--- config.mk ---
export PLATFORM = sky130hd
export DESIGN_NAME = scroll_easing_position_generator
export DESIGN_NICKNAME = d
export VERILOG_FILES = /design/src/rtl/core/sepg_pkg.sv /design/src/rtl/core/scroll_easing_position_generator.sv /design/src/rtl/core/sepg_div.sv
export SDC_FILE = /design/constraint.sdc
export NUM_CORES = 2
export LEC_CHECK = 0
export BUFFER_PORTS_ARGS = -buffer_cell sky130_fd_sc_hd__buf_4
export CORE_AREA = 2 2 311 313
export CTS_BUF_LIST = sky130_fd_sc_hd__clkbuf_8
export CTS_CLUSTER_DIAMETER = 50
export DETAILED_ROUTE_END_ITERATION = 6
export DIE_AREA = 0 0 313 315
export GPL_TIMING_DRIVEN = 1
export PLACE_DENSITY = 0.79
export SKIP_CTS_REPAIR_TIMING = 1
export SYNTH_ARGS = -nofsm -noshare
export SYNTH_HDL_FRONTEND = slang
export SYNTH_SLANG_ARGS = --single-unit
--- constraint.sdc ---
create_clock -name clk -period 8.95 [get_ports clk]
set_clock_uncertainty 0.2 [all_clocks]
set_input_delay 1.79 -clock clk [delete_from_list [all_inputs] [get_ports clk]]
set_output_delay 1.79 -clock clk [all_outputs]
set_load 0.03 [all_outputs]
--- src/rtl/core/sepg_pkg.sv ---
// Shared constants and codes for the scroll easing position generator.
// Fixed-point widths, register indexes, direction, alignment and curve codes.
// No dependencies.
package sepg_pkg;

  localparam int FRACTION_BITS = 24;
  localparam int CENTER_OFFSET = 20;

  // Width of a fraction in [0, ONE].
  localparam int FW = FRACTION_BITS + 1;
  // Width of a frame count.
  localparam int DW = 17;
  // Width of the position arithmetic, one bit above the port width.
  localparam int PW = 19;
  // Width of one operand of the shared multiplier.
  localparam int MW = (FW > DW) ? FW : DW;
  // Width of the cubic blend sum before clamping.
  localparam int VW = FW + 4;

  localparam logic [FW-1:0] FX_ONE  = FW'(1) << FRACTION_BITS;
  localparam logic [FW-1:0] FX_HALF = FW'(1) << (FRACTION_BITS - 1);

  localparam logic [2:0] REG_DIRECTION      = 3'd0;
  localparam logic [2:0] REG_ALIGNMENT      = 3'd1;
  localparam logic [2:0] REG_EASE_KIND      = 3'd2;
  localparam logic [2:0] REG_WINDOW_WIDTH   = 3'd3;
  localparam logic [2:0] REG_WINDOW_HEIGHT  = 3'd4;
  localparam logic [2:0] REG_CONTENT_WIDTH  = 3'd5;
  localparam logic [2:0] REG_CONTENT_HEIGHT = 3'd6;
  localparam logic [2:0] REG_PASS_COUNT     = 3'd7;

  localparam logic [1:0] DIR_LEFT  = 2'd0;
  localparam logic [1:0] DIR_RIGHT = 2'd1;
  localparam logic [1:0] DIR_UP    = 2'd2;
  localparam logic [1:0] DIR_DOWN  = 2'd3;

  localparam logic [1:0] ALIGN_NEAR   = 2'd0;
  localparam logic [1:0] ALIGN_FAR    = 2'd1;
  localparam logic [1:0] ALIGN_CENTER = 2'd2;

  localparam logic [2:0] EASE_LINEAR = 3'd0;
  localparam logic [2:0] EASE_IN     = 3'd1;
  localparam logic [2:0] EASE_OUT    = 3'd2;
  localparam logic [2:0] EASE_IN_OUT = 3'd3;
  localparam logic [2:0] EASE_OUT_IN = 3'd4;

endpackage

--- src/rtl/core/scroll_easing_position_generator.sv ---
// Top level of the scroll easing position generator.
// Holds the configuration registers, run state, sequencer and shared multiplier.
// Depends on sepg_pkg and sepg_div.
// Each input word is one display frame tick; in_restart set reloads the pass
// count and starts again at frame zero. Each input word yields exactly one
// output word with the x and y offsets of the content, a pass end flag and a
// done flag (positions are zero once no passes remain).
// Configuration is written through the cfg channel, which is always ready;
// the user must write it only while no frame is in flight, which the block itself does not enforce.
// A frame passes from acceptance through the divider, which produces one
// progress bit per cycle, then through the ease state and the multiplier, used
// up to three times in sequence; a linear frame uses the multiplier only once.
// A zero frame count skips the divider, and a frame that finds the block done
// goes straight to the output state. One frame is worked on at a time; in_stall
// is high from acceptance until the result is loaded. A stalled output word
// holds while the next frame is accepted and computed; the sequencer waits only
// if that result is ready first.
// Reset clears the configuration, run state and output valid flag, so the
// block starts idle and done.
module scroll_easing_position_generator
  import sepg_pkg::*;
(
  input  logic               clk,
  input  logic               rst_n,
  input  logic               in_valid,
  output logic               in_stall,
  input  logic               in_restart,
  output logic               out_valid,
  input  logic               out_stall,
  output logic signed [17:0] out_x_position,
  output logic signed [17:0] out_y_position,
  output logic               out_pass_end,
  output logic               out_done_res,
  input  logic               cfg_valid,
  output logic               cfg_ready,
  input  logic [2:0]         cfg_index,
  input  logic [15:0]        cfg_data
);

  typedef enum logic [7:0] {
    S_IDLE = 8'b0000_0001,
    S_DIV  = 8'b0000_0010,
    S_EASE = 8'b0000_0100,
    S_MUL1 = 8'b0000_1000,
    S_MUL2 = 8'b0001_0000,
    S_FIN  = 8'b0010_0000,
    S_MUL3 = 8'b0100_0000,
    S_OUT  = 8'b1000_0000
  } state_t;

  state_t state_r;

  logic [1:0]  dir_r;
  logic [1:0]  align_r;
  logic [2:0]  kind_r;
  logic [13:0] ww_r;
  logic [13:0] wh_r;
  logic [15:0] cw_r;
  logic [13:0] ch_r;
  logic [7:0]  pcnt_r;

  logic [17:0] frame_r;
  logic [7:0]  passes_r;

  logic [FW-1:0]   p_r;
  logic [FW-1:0]   q_r;
  logic [FW-1:0]   sq_r;
  logic [FW-1:0]   f_r;
  logic [2*MW-1:0] prod_r;
  logic            end_r;
  logic            done_r;
  logic            zero_r;

  logic            out_valid_r;
  logic [17:0]     x_r;
  logic [17:0]     y_r;
  logic            pass_end_r;
  logic            done_res_r;

  logic [DW-1:0]   d_len;
  logic [PW-1:0]   start_pos;
  logic [PW-1:0]   cross_pos;
  logic            neg;
  logic            horiz;

  logic            in_acc;
  logic [7:0]      pl;
  logic [17:0]     fi;
  logic            is_done;
  logic            end_now;
  logic [DW-1:0]   t_clamp;
  logic            div_start;
  logic [FW-1:0]   div_quot;
  logic            div_done;

  logic [MW-1:0]   mul_a;
  logic [MW-1:0]   mul_b;
  logic [2*MW-1:0] prod;
  logic [FW-1:0]   cu;
  logic [VW-1:0]   blend;
  logic [FW-1:0]   f_fin;

  logic [2*MW:0]   rnd;
  logic [DW-1:0]   off;
  logic [PW-1:0]   scroll;
  logic [PW-1:0]   x_pos;
  logic [PW-1:0]   y_pos;
  logic            out_load;

  // Run geometry and cross-axis placement from the configuration.
  always_comb begin
    case (dir_r)
      DIR_LEFT: begin
        d_len     = DW'(ww_r) + DW'(cw_r);
        start_pos = PW'(ww_r);
        neg       = 1'b1;
        horiz     = 1'b1;
      end
      DIR_RIGHT: begin
        d_len     = DW'(ww_r) + DW'(cw_r);
        start_pos = PW'(0) - PW'(cw_r);
        neg       = 1'b0;
        horiz     = 1'b1;
      end
      DIR_UP: begin
        d_len     = DW'(wh_r) + DW'({ch_r, 1'b0});
        start_pos = PW'(wh_r);
        neg       = 1'b1;
        horiz     = 1'b0;
      end
      default: begin
        d_len     = DW'(wh_r) + DW'(ch_r);
        start_pos = PW'(0) - PW'(ch_r);
        neg       = 1'b0;
        horiz     = 1'b0;
      end
    endcase

    case (align_r)
      ALIGN_FAR: begin
        cross_pos = horiz ? (PW'(wh_r) - PW'(ch_r)) : (PW'(ww_r) - PW'(cw_r));
      end
      ALIGN_CENTER: begin
        cross_pos = horiz ? (PW'(wh_r >> 1) - PW'(CENTER_OFFSET))
                          : (PW'(ww_r >> 1) - PW'(cw_r >> 1));
      end
      default: begin
        cross_pos = '0;
      end
    endcase
  end

  assign in_stall  = (state_r != S_IDLE);
  assign in_acc    = in_valid && !in_stall;
  assign pl        = in_restart ? pcnt_r : passes_r;
  assign fi        = in_restart ? '0 : frame_r;
  assign is_done   = (pl == '0);
  assign end_now   = (fi >= 18'(d_len));
  assign t_clamp   = end_now ? d_len : fi[DW-1:0];
  assign div_start = in_acc && !is_done && (d_len != '0);

  sepg_div u_div (
    .clk      (clk),
    .rst_n    (rst_n),
    .start    (div_start),
    .dividend (t_clamp),
    .divisor  (d_len),
    .quot     (div_quot),
    .done     (div_done)
  );

  // Shared multiplier operand selection.
  always_comb begin
    case (state_r)
      S_MUL1: begin
        mul_a = MW'(q_r);
        mul_b = MW'(q_r);
      end
      S_MUL2: begin
        mul_a = MW'(prod_r[FRACTION_BITS +: FW]);
        mul_b = MW'(q_r);
      end
      S_MUL3: begin
        mul_a = MW'(d_len);
        mul_b = MW'(f_r);
      end
      default: begin
        mul_a = '0;
        mul_b = '0;
      end
    endcase
    prod = mul_a * mul_b;
  end

  // Ease fraction from the cube and square of the shaped progress.
  always_comb begin
    cu    = prod_r[FRACTION_BITS +: FW];
    blend = (VW'(cu) << 2) + VW'(p_r) + (VW'(p_r) << 1)
          - (VW'(sq_r) << 2) - (VW'(sq_r) << 1);
    case (kind_r)
      EASE_IN: begin
        f_fin = cu;
      end
      EASE_OUT: begin
        f_fin = FX_ONE - cu;
      end
      EASE_IN_OUT: begin
        f_fin = (p_r < FX_HALF) ? (cu >> 1) : (FX_ONE - (cu >> 1));
      end
      EASE_OUT_IN: begin
        if (blend[VW-1]) begin
          f_fin = '0;
        end else if (blend > VW'(FX_ONE)) begin
          f_fin = FX_ONE;
        end else begin
          f_fin = blend[FW-1:0];
        end
      end
      default: begin
        f_fin = p_r;
      end
    endcase
  end

  // Rounded offset and final positions.
  always_comb begin
    rnd    = (2*MW+1)'(prod_r) + (2*MW+1)'(FX_HALF);
    off    = rnd[FRACTION_BITS +: DW];
    if (zero_r) begin
      scroll = '0;
    end else if (neg) begin
      scroll = start_pos - PW'(off);
    end else begin
      scroll = start_pos + PW'(off);
    end
    x_pos = horiz ? scroll : cross_pos;
    y_pos = horiz ? cross_pos : scroll;
  end

  assign out_load = (state_r == S_OUT) && (!out_valid_r || !out_stall);

  always_ff @(posedge clk) begin
    if (!rst_n) begin
      state_r     <= S_IDLE;
      dir_r       <= '0;
      align_r     <= '0;
      kind_r      <= '0;
      ww_r        <= '0;
      wh_r        <= '0;
      cw_r        <= '0;
      ch_r        <= '0;
      pcnt_r      <= '0;
      frame_r     <= '0;
      passes_r    <= '0;
      out_valid_r <= 1'b0;
    end else begin
      if (cfg_valid) begin
        case (cfg_index)
          REG_DIRECTION:      dir_r   <= cfg_data[1:0];
          REG_ALIGNMENT:      align_r <= cfg_data[1:0];
          REG_EASE_KIND:      kind_r  <= cfg_data[2:0];
          REG_WINDOW_WIDTH:   ww_r    <= cfg_data[13:0];
          REG_WINDOW_HEIGHT:  wh_r    <= cfg_data[13:0];
          REG_CONTENT_WIDTH:  cw_r    <= cfg_data;
          REG_CONTENT_HEIGHT: ch_r    <= cfg_data[13:0];
          REG_PASS_COUNT:     pcnt_r  <= cfg_data[7:0];
          default: ;
        endcase
      end

      if (out_load) begin
        out_valid_r <= 1'b1;
      end else if (!out_stall) begin
        out_valid_r <= 1'b0;
      end

      case (state_r)
        S_IDLE: begin
          if (in_acc) begin
            if (is_done) begin
              passes_r <= pl;
              frame_r  <= fi;
              state_r  <= S_OUT;
            end else begin
              if (end_now) begin
                frame_r  <= '0;
                passes_r <= pl - 8'd1;
              end else begin
                frame_r  <= fi + 18'd1;
                passes_r <= pl;
              end
              state_r <= (d_len == '0) ? S_EASE : S_DIV;
            end
          end
        end
        S_DIV: begin
          if (div_done) begin
            state_r <= S_EASE;
          end
        end
        S_EASE: begin
          case (kind_r)
            EASE_LINEAR:                               state_r <= S_MUL3;
            EASE_IN, EASE_OUT, EASE_IN_OUT, EASE_OUT_IN: state_r <= S_MUL1;
            default:                                   state_r <= S_OUT;
          endcase
        end
        S_MUL1: state_r <= S_MUL2;
        S_MUL2: state_r <= S_FIN;
        S_FIN:  state_r <= S_MUL3;
        S_MUL3: state_r <= S_OUT;
        S_OUT: begin
          if (out_load) begin
            state_r <= S_IDLE;
          end
        end
        default: state_r <= S_IDLE;
      endcase
    end
  end

  always_ff @(posedge clk) begin
    case (state_r)
      S_IDLE: begin
        if (in_acc) begin
          done_r <= is_done;
          end_r  <= end_now;
          zero_r <= 1'b0;
          p_r    <= '0;
        end
      end
      S_DIV: begin
        if (div_done) begin
          p_r <= div_quot;
        end
      end
      S_EASE: begin
        case (kind_r)
          EASE_LINEAR: f_r <= p_r;
          EASE_IN:     q_r <= p_r;
          EASE_OUT:    q_r <= FX_ONE - p_r;
          EASE_IN_OUT: q_r <= (p_r < FX_HALF) ? (p_r << 1) : ((FX_ONE - p_r) << 1);
          EASE_OUT_IN: q_r <= p_r;
          default:     zero_r <= 1'b1;
        endcase
      end
      S_MUL1: begin
        prod_r <= prod;
      end
      S_MUL2: begin
        sq_r   <= prod_r[FRACTION_BITS +: FW];
        prod_r <= prod;
      end
      S_FIN: begin
        f_r <= f_fin;
      end
      S_MUL3: begin
        prod_r <= prod;
      end
      default: ;
    endcase

    if (out_load) begin
      x_r        <= done_r ? '0 : x_pos[17:0];
      y_r        <= done_r ? '0 : y_pos[17:0];
      pass_end_r <= !done_r && end_r;
      done_res_r <= done_r;
    end
  end

  assign cfg_ready      = 1'b1;
  assign out_valid      = out_valid_r;
  assign out_x_position = $signed(x_r);
  assign out_y_position = $signed(y_r);
  assign out_pass_end   = pass_end_r;
  assign out_done_res   = done_res_r;

endmodule

--- src/rtl/core/sepg_div.sv ---
// Restoring divider that gives floor(t * ONE / d) for t no larger than d.
// One quotient bit per cycle.
// Depends on sepg_pkg.
module sepg_div
  import sepg_pkg::*;
(
  input  logic          clk,
  input  logic          rst_n,
  input  logic          start,
  input  logic [DW-1:0] dividend,
  input  logic [DW-1:0] divisor,
  output logic [FW-1:0] quot,
  output logic          done
);

  localparam int CNTW = $clog2(FW + 1);

  logic [DW:0]     rem_r;
  logic [DW:0]     rem_nxt;
  logic [DW-1:0]   div_r;
  logic [FW-1:0]   quot_r;
  logic [CNTW-1:0] cnt_r;
  logic            busy_r;
  logic            done_r;
  logic            ge;
  logic [DW:0]     diff;

  always_comb begin
    ge      = rem_r >= {1'b0, div_r};
    diff    = ge ? (rem_r - {1'b0, div_r}) : rem_r;
    rem_nxt = {diff[DW-1:0], 1'b0};
  end

  always_ff @(posedge clk) begin
    if (!rst_n) begin
      busy_r <= 1'b0;
      done_r <= 1'b0;
      cnt_r  <= '0;
    end else begin
      done_r <= 1'b0;
      if (start) begin
        busy_r <= 1'b1;
        cnt_r  <= CNTW'(FW);
      end else if (busy_r) begin
        cnt_r <= cnt_r - CNTW'(1);
        if (cnt_r == CNTW'(1)) begin
          busy_r <= 1'b0;
          done_r <= 1'b1;
        end
      end
    end
  end

  always_ff @(posedge clk) begin
    if (start) begin
      rem_r  <= {1'b0, dividend};
      div_r  <= divisor;
      quot_r <= '0;
    end else if (busy_r) begin
      rem_r  <= rem_nxt;
      quot_r <= {quot_r[FW-2:0], ge};
    end
  end

  assign quot = quot_r;
  assign done = done_r;

endmodule
# After elaboration in Yosys (flattened, before gate mapping)
# Cells that the tools add are included.
# classes
n_addsub	23
n_mul	1
div	0
magnitude_cmp	4
n_eq_ne	31
shift	0
mux	52
bitwise_logic	2
n_reduce_logical	45
# ops
op	count
$mux 25	7
$mux 18	9
$pmux 25 s2	3
$pmux 25 s3	2
$pmux 25 s4	1
$mux 17	4
$pmux 8 s8	1
$mux 8	7
$pmux 18 s3	1
$sub 25x25->25 const A	2
$mul 25x25->49	1
$add 41x24->41 const B	1
$ge 18x17->1	2
$pmux 18 s2	1
$pmux 17 s2	1
$add 28x26->29	1
$gt 29x25->1 const B	1
$sub 29x26->29	1
$sub 29x27->29	1
$add 27x25->28	1
$lt 25x24->1 const B	1
$sub 25x24->25 const A	1
$reduce_and 2->1	11
$add 18x1->18 const B	1
52 further kinds	96
# totals
register_bits	365
latchBits	0
ramBits	0
rom_bits	0
inputBits	25
output_inout_bits	41
word_cells	190
mem_count	0

# Longest topological paths before layout
# depth
depth_word	9
depth_mapped	40
depth_no_buf	38

# Hierarchy
# Synthesis repeated with hierarchy kept, for this count alone.
# hier_totals
cells_unflattened	5477
area_unflattened_um2	47285.4
# by_module_without_submodules
mod	instances	cells_each	area_per_inst_um2	seq_area_each_um2
scroll_easing_position_generator	1	5108	43646.9	7176.9
sepg_div	1	369	3638.5	1681.6

# Least setup slack after synthesis
# Ideal clock, no wire load.
# synth_path
kind	reg2reg
startpoint	register cw_r[5]
endpoint	register prod_r[47] (data pin)
setup_time_ns	0.257
t_arrival_ns	9.006
t_required_ns	8.493
slack_ns	-0.513
path_stages_with_launch	35
n_path_buf	3
period_less_slack_ns	9.463
cell_sequence	dfxtp_1 inv_1 ha_1 buf_2 nor3b_1 nor4_4 a2111oi_0 nor3_1 xnor2_1 a222oi_1 a21o_1 clkbuf_1 clkbuf_1 nand2_1 fa_1 fa_1 inv_1 fa_1 fa_1 fa_1 fa_1 inv_1 fa_1 inv_1 ha_1 a21o_1 a21o_1 a21o_1 a221o_1 nand2b_1 a31oi_1 a211o_1 a211o_1 and2_1 xor2_1
# synth_between
elab_chain_len	4
# synth_lines
element	line	source
start: declaration	scroll_easing_position_generator.sv:58	logic [15:0] cw_r;
start signal: assignment	scroll_easing_position_generator.sv:264	REG_CONTENT_WIDTH: cw_r <= cfg_data;
$add 14x16->17	scroll_easing_position_generator.sv:114, scroll_easing_position_generator.sv:120	
$pmux 17 s2	scroll_easing_position_generator.sv:112	case (dir_r)
via d_len[10]	scroll_easing_position_generator.sv:80	logic [DW-1:0] d_len;
$pmux 25 s3	scroll_easing_position_generator.sv:174	case (state_r)
$mul 25x25->49	scroll_easing_position_generator.sv:192	prod = mul_a * mul_b;
via prod[47]	scroll_easing_position_generator.sv:98	logic [2*MW-1:0] prod;
end signal: assignment	scroll_easing_position_generator.sv:348	prod_r <= prod;
end signal: assignment	scroll_easing_position_generator.sv:352	prod_r <= prod;
end signal: assignment	scroll_easing_position_generator.sv:358	prod_r <= prod;
end: declaration	scroll_easing_position_generator.sv:69	logic [2*MW-1:0] prod_r;
# The timed path passes the listed nets, and every way through them passes these cells.
# A chain may end at the register's enable or synchronous reset.

# Worst setup path in the final report
# layout_path
startpoint	register ww_r[0]
endpoint	register prod_r[47] (data pin)
# layout_between
elab_chain_len	4
# layout_lines
element	line	source
start: declaration	scroll_easing_position_generator.sv:56	logic [13:0] ww_r;
start signal: assignment	scroll_easing_position_generator.sv:262	REG_WINDOW_WIDTH: ww_r <= cfg_data[13:0];
$add 14x16->17	scroll_easing_position_generator.sv:114, scroll_easing_position_generator.sv:120	
$pmux 17 s2	scroll_easing_position_generator.sv:112	
via d_len[14]	scroll_easing_position_generator.sv:80	
$pmux 25 s3	scroll_easing_position_generator.sv:174	
$mul 25x25->49	scroll_easing_position_generator.sv:192	
via prod[47]	scroll_easing_position_generator.sv:98	
# The timed path passes the listed nets, and every way through them passes these cells.

==> flow_summary.yaml <==
grt:
  grt_pass1_wl_microns: 243000
  first_global_vias: 41800
  antenna_found_initial: 3
  grt_usage_pct: 32.1
  grt_overflow: 0
  grt_max_degree: 85
setup_path:
  slowest_stage: "fa_1"
  r2r_start: "ww_r[0]"
  critPathMaxStageDelay_ns: 0.57
  cp.arrival_ns: 9.63
  cp-end-kind: "flop"
  rr_worst_depth: 35
  cp_max_fo: 8
  worstSetupPathType: "flop to flop"
  cpMostUsedCell: "fa_1"
  crit_start: "ww_r[0]"
  crit_required_ns: 9.17
  cp-start-kind: "flop"
logic_synthesis:
  ys_seq_area_share_pct: 18.8
  synthTopCellsByArea: "fa_1 (26%), edfxtp_1 (13%), ha_1 (9.2%), inv_1 (6.3%), dfxtp_1 (6.0%)"
  synth_xor_area_share_pct: 4.67
  async_flop_share_pct: 0
  synth_compound_gate_area_share_pct: 13.6
  synth_edf_count: 201
  ys_ff_latch: 342
  ys.flop_type: "edfxtp_1"
  synth.distinct_cells: 89
  synthAdderAreaFrac_pct: 34.8
  synth_top_area_share_pct: 25.6
  yosys_warnings: 0
  synthCells: 5507
  synth_fp_nets: 6484
  synthesis.area_sq_um: 47200
  yosys.area.top_type: "fa_1"
  synth-simple-area-share_pct: 16.9
  syn_avg_cell_area_sq_um: 8.58
  muxShareOfSynthArea_pct: 2.65
  synth_top_family_by_area: "adder cells"
clock_network:
  clockBufferDepth: 3
  root_buffer: "clkbuf_8"
  clkSinkCount: 342
  numCtsBuffers: 72
  insertion_delay_ns: 0.70
  cts_tree: "built"
  clk_pin_slew_ns: 0.06
  htree_levels: 3
sta:
  timing.final.ws_setup_ns: -0.459
  fmax_ghz: 0.106
  hold_violations: 0
  tightest_slew_ns: 1.33
  period_share_pct: 105
  finalMaxSlewViolations: 0
  max-slew-margin-rel_pct: 11.3
  hold_ws_ns: 0.270
  grt_setup_unrepaired: "yes"
  finalCriticalPeriod_ns: 9.41
  setup_viol: 21
drt:
  vias_per_cell: 5.88
  vias: 42700
  route.detailed.drc: 2
  finalWirelength_microns: 160000
  avgRoutedWirePerCell_microns: 22.1
  drt_iter0_drc: 4892
  dr.pass1.iters: 7
  ant_nets: 0
floorplan:
  ioPinCount: 66
  initial_utilization_pct: 49.3
  die_w_microns: 313
  die_area_sq_um: 98600
  core-area_sq_um: 95700
  rows: 114
  dieHeight_microns: 315
power:
  ir_drop_v: 0.000236
  switching_share_pct: 45.2
  power.switching_mw: 4.16
  p_per_area_nw_per_um2: 166
  internal-power_mw: 5.05
  power_frac_seq_pct: 24.9
  combPwrFrac_pct: 55.0
  pwr-share-clk_pct: 20.1
  leakage_nw: 25.0
placement:
  post-dp-hpwl_microns: 130000
  gp_congestion: 1.03
  io_buffers: 64
  preCtsSetupSlack_ns: -0.781
worst_hold_path:
  holdPathStages: 2
  hold_class: "flop to flop"
  holdCritStartpoint: "pcnt_r[1]"
layout:
  design.final.nets: 6896
  syn_to_final_growth_pct: 17.1
  nFillCells: 8221
  drive_gt1_share_pct: 16.1
run_status:
  violations: "design-rule violations, negative setup slack"
  status: "complete, but fails checks"
job:
  maxCapViolCount: 0
==> cell usage in the layout (no fill, tap or decap), drive strengths merged, types with 75 or more instances in the layout <==
cell type	n
edfxtp	201
inv	824
clkbuf	76
buf	618
mux2i	81
a21oi	290
nor3	100
xnor2	169
nor2	530
dfxtp	141
xor2	83
nand3	85
fa	603
o21ai	175
nand2	745
ha	349
a21o	75
==> state kept, by name (all words and copies together) (netlist names), 16 cells and up <==
register        flops
cw_r               16
u_div.quot         25
out_y_position     18
f_r                25
p_r                25
out_x_position     18
q_r                25
sq_r               25
u_div.div_r        17
frame_r            18
u_div.rem_r        18
prod_r             26
==> synth_stat cells (14+ instances only) <==
master and number:
nand4_1 22, fa_1 603, a31oi_1 39, and3_1 30, nand3_1 85, dfxtp_1 141
clkbuf_1 248, edfxtp_1 201, nor3_1 98, a22o_1 44, o211ai_1 21, nor2_1 530
or3_1 35, o221ai_1 15, buf_1 19, mux4_2 14, inv_1 795, a21oi_1 290
a211oi_1 31, o21a_1 32, nor2b_1 42, nand2b_1 45, ha_1 349, o21ai_0 168
or4_1 17, xnor2_1 169, o21bai_1 16, o22ai_1 20, nor4_1 30, xor2_1 83
a22oi_1 69, nand2_1 745, mux2i_1 81, and2_1 43, or2_2 21, a21o_1 75
==> power by group through the flow <==
stage               clock (mW)  sequential (mW)  combinational (mW)
floorplan                    0             2.22                3.75
global placement             0             2.31                4.74
detailed placement           0             2.32                4.92
CTS                       1.87             2.29                4.95
global route              1.93             2.34                5.54
finish                    1.85             2.30                5.06
==> final timing paths <==
kind / endpoint / slack, ns
max: prod_r[47] / -0.46
min: pcnt_r[1] / 0.27
max reg2reg: prod_r[47] / -0.46
min reg2reg: pcnt_r[1] / 0.27
==> through the flow <==
| step | area, sq um | total power [mW] | std cells | utilization [%] | TNS (ns) |
|---|---|---|---|---|---|
| 3_3_place_gp | 52700 | 7.05 | 7098 | 55.0 | -11.39 |
| 2_1_floorplan | 47300 | 5.97 | 5507 | - | -0.0219 |
| 4_1_cts | 54200 | 9.11 | 7232 | 56.7 | -15.49 |
| 5_1_grt | 55300 | 9.81 | 7256 | 57.8 | -10.34 |
| 6_report | 55300 | 9.20 | 7257 | 57.8 | -4.31 |
| 3_5_place_dp | 52700 | 7.24 | 7098 | 55.0 | -13.93 |
==> kinds of logic after synthesis <==
kind of cell	after synthesis
and+or+nand+nor	1796
buffers and inverters	1079
AOI/OAI and AO/OA	979
adders and majority gates	952
DFF	342
xor gates and xnor gates	252
muxes	106
other	1
==> routing by layer <==
metal / GRT usage, % / vias up / wire length (microns)
li1: - / 19000 / -
met1: 43.7 / 20900 / 63900
met3: 6.89 / 397 / 17700
met4: 12.7 / 4 / 7280
met5: 0 / - / 27
met2: 49.9 / 2350 / 71400
==> final cells by class <==
cell class	instances	area (sq um)	area share, %
Tap cell	1276	1600	2.89
Multi-Input combinational cell	4086	35300	63.8
Clock buffer	76	1050	1.89
Sequential cell	342	8870	16.0
Antenna cell	2	5.00	0.00905
Timing Repair Buffer	618	4990	9.03
Inverter	799	3000	5.42
Clock inverter	58	526	0.950
==> critical path: cells and delay by family, from the launching register on <==
family	cells	cell delay, ns
AOI/OAI and AO/OA	12	2.57
xor gates and xnor gates	1	0.14
adders and majority gates	10	4.26
buffers and inverters	7	0.62
DFF	1	0.36
muxes	1	0.31
and+or+nand+nor	4	0.66
No activity file was read; power rests on OpenSTA's default activity.
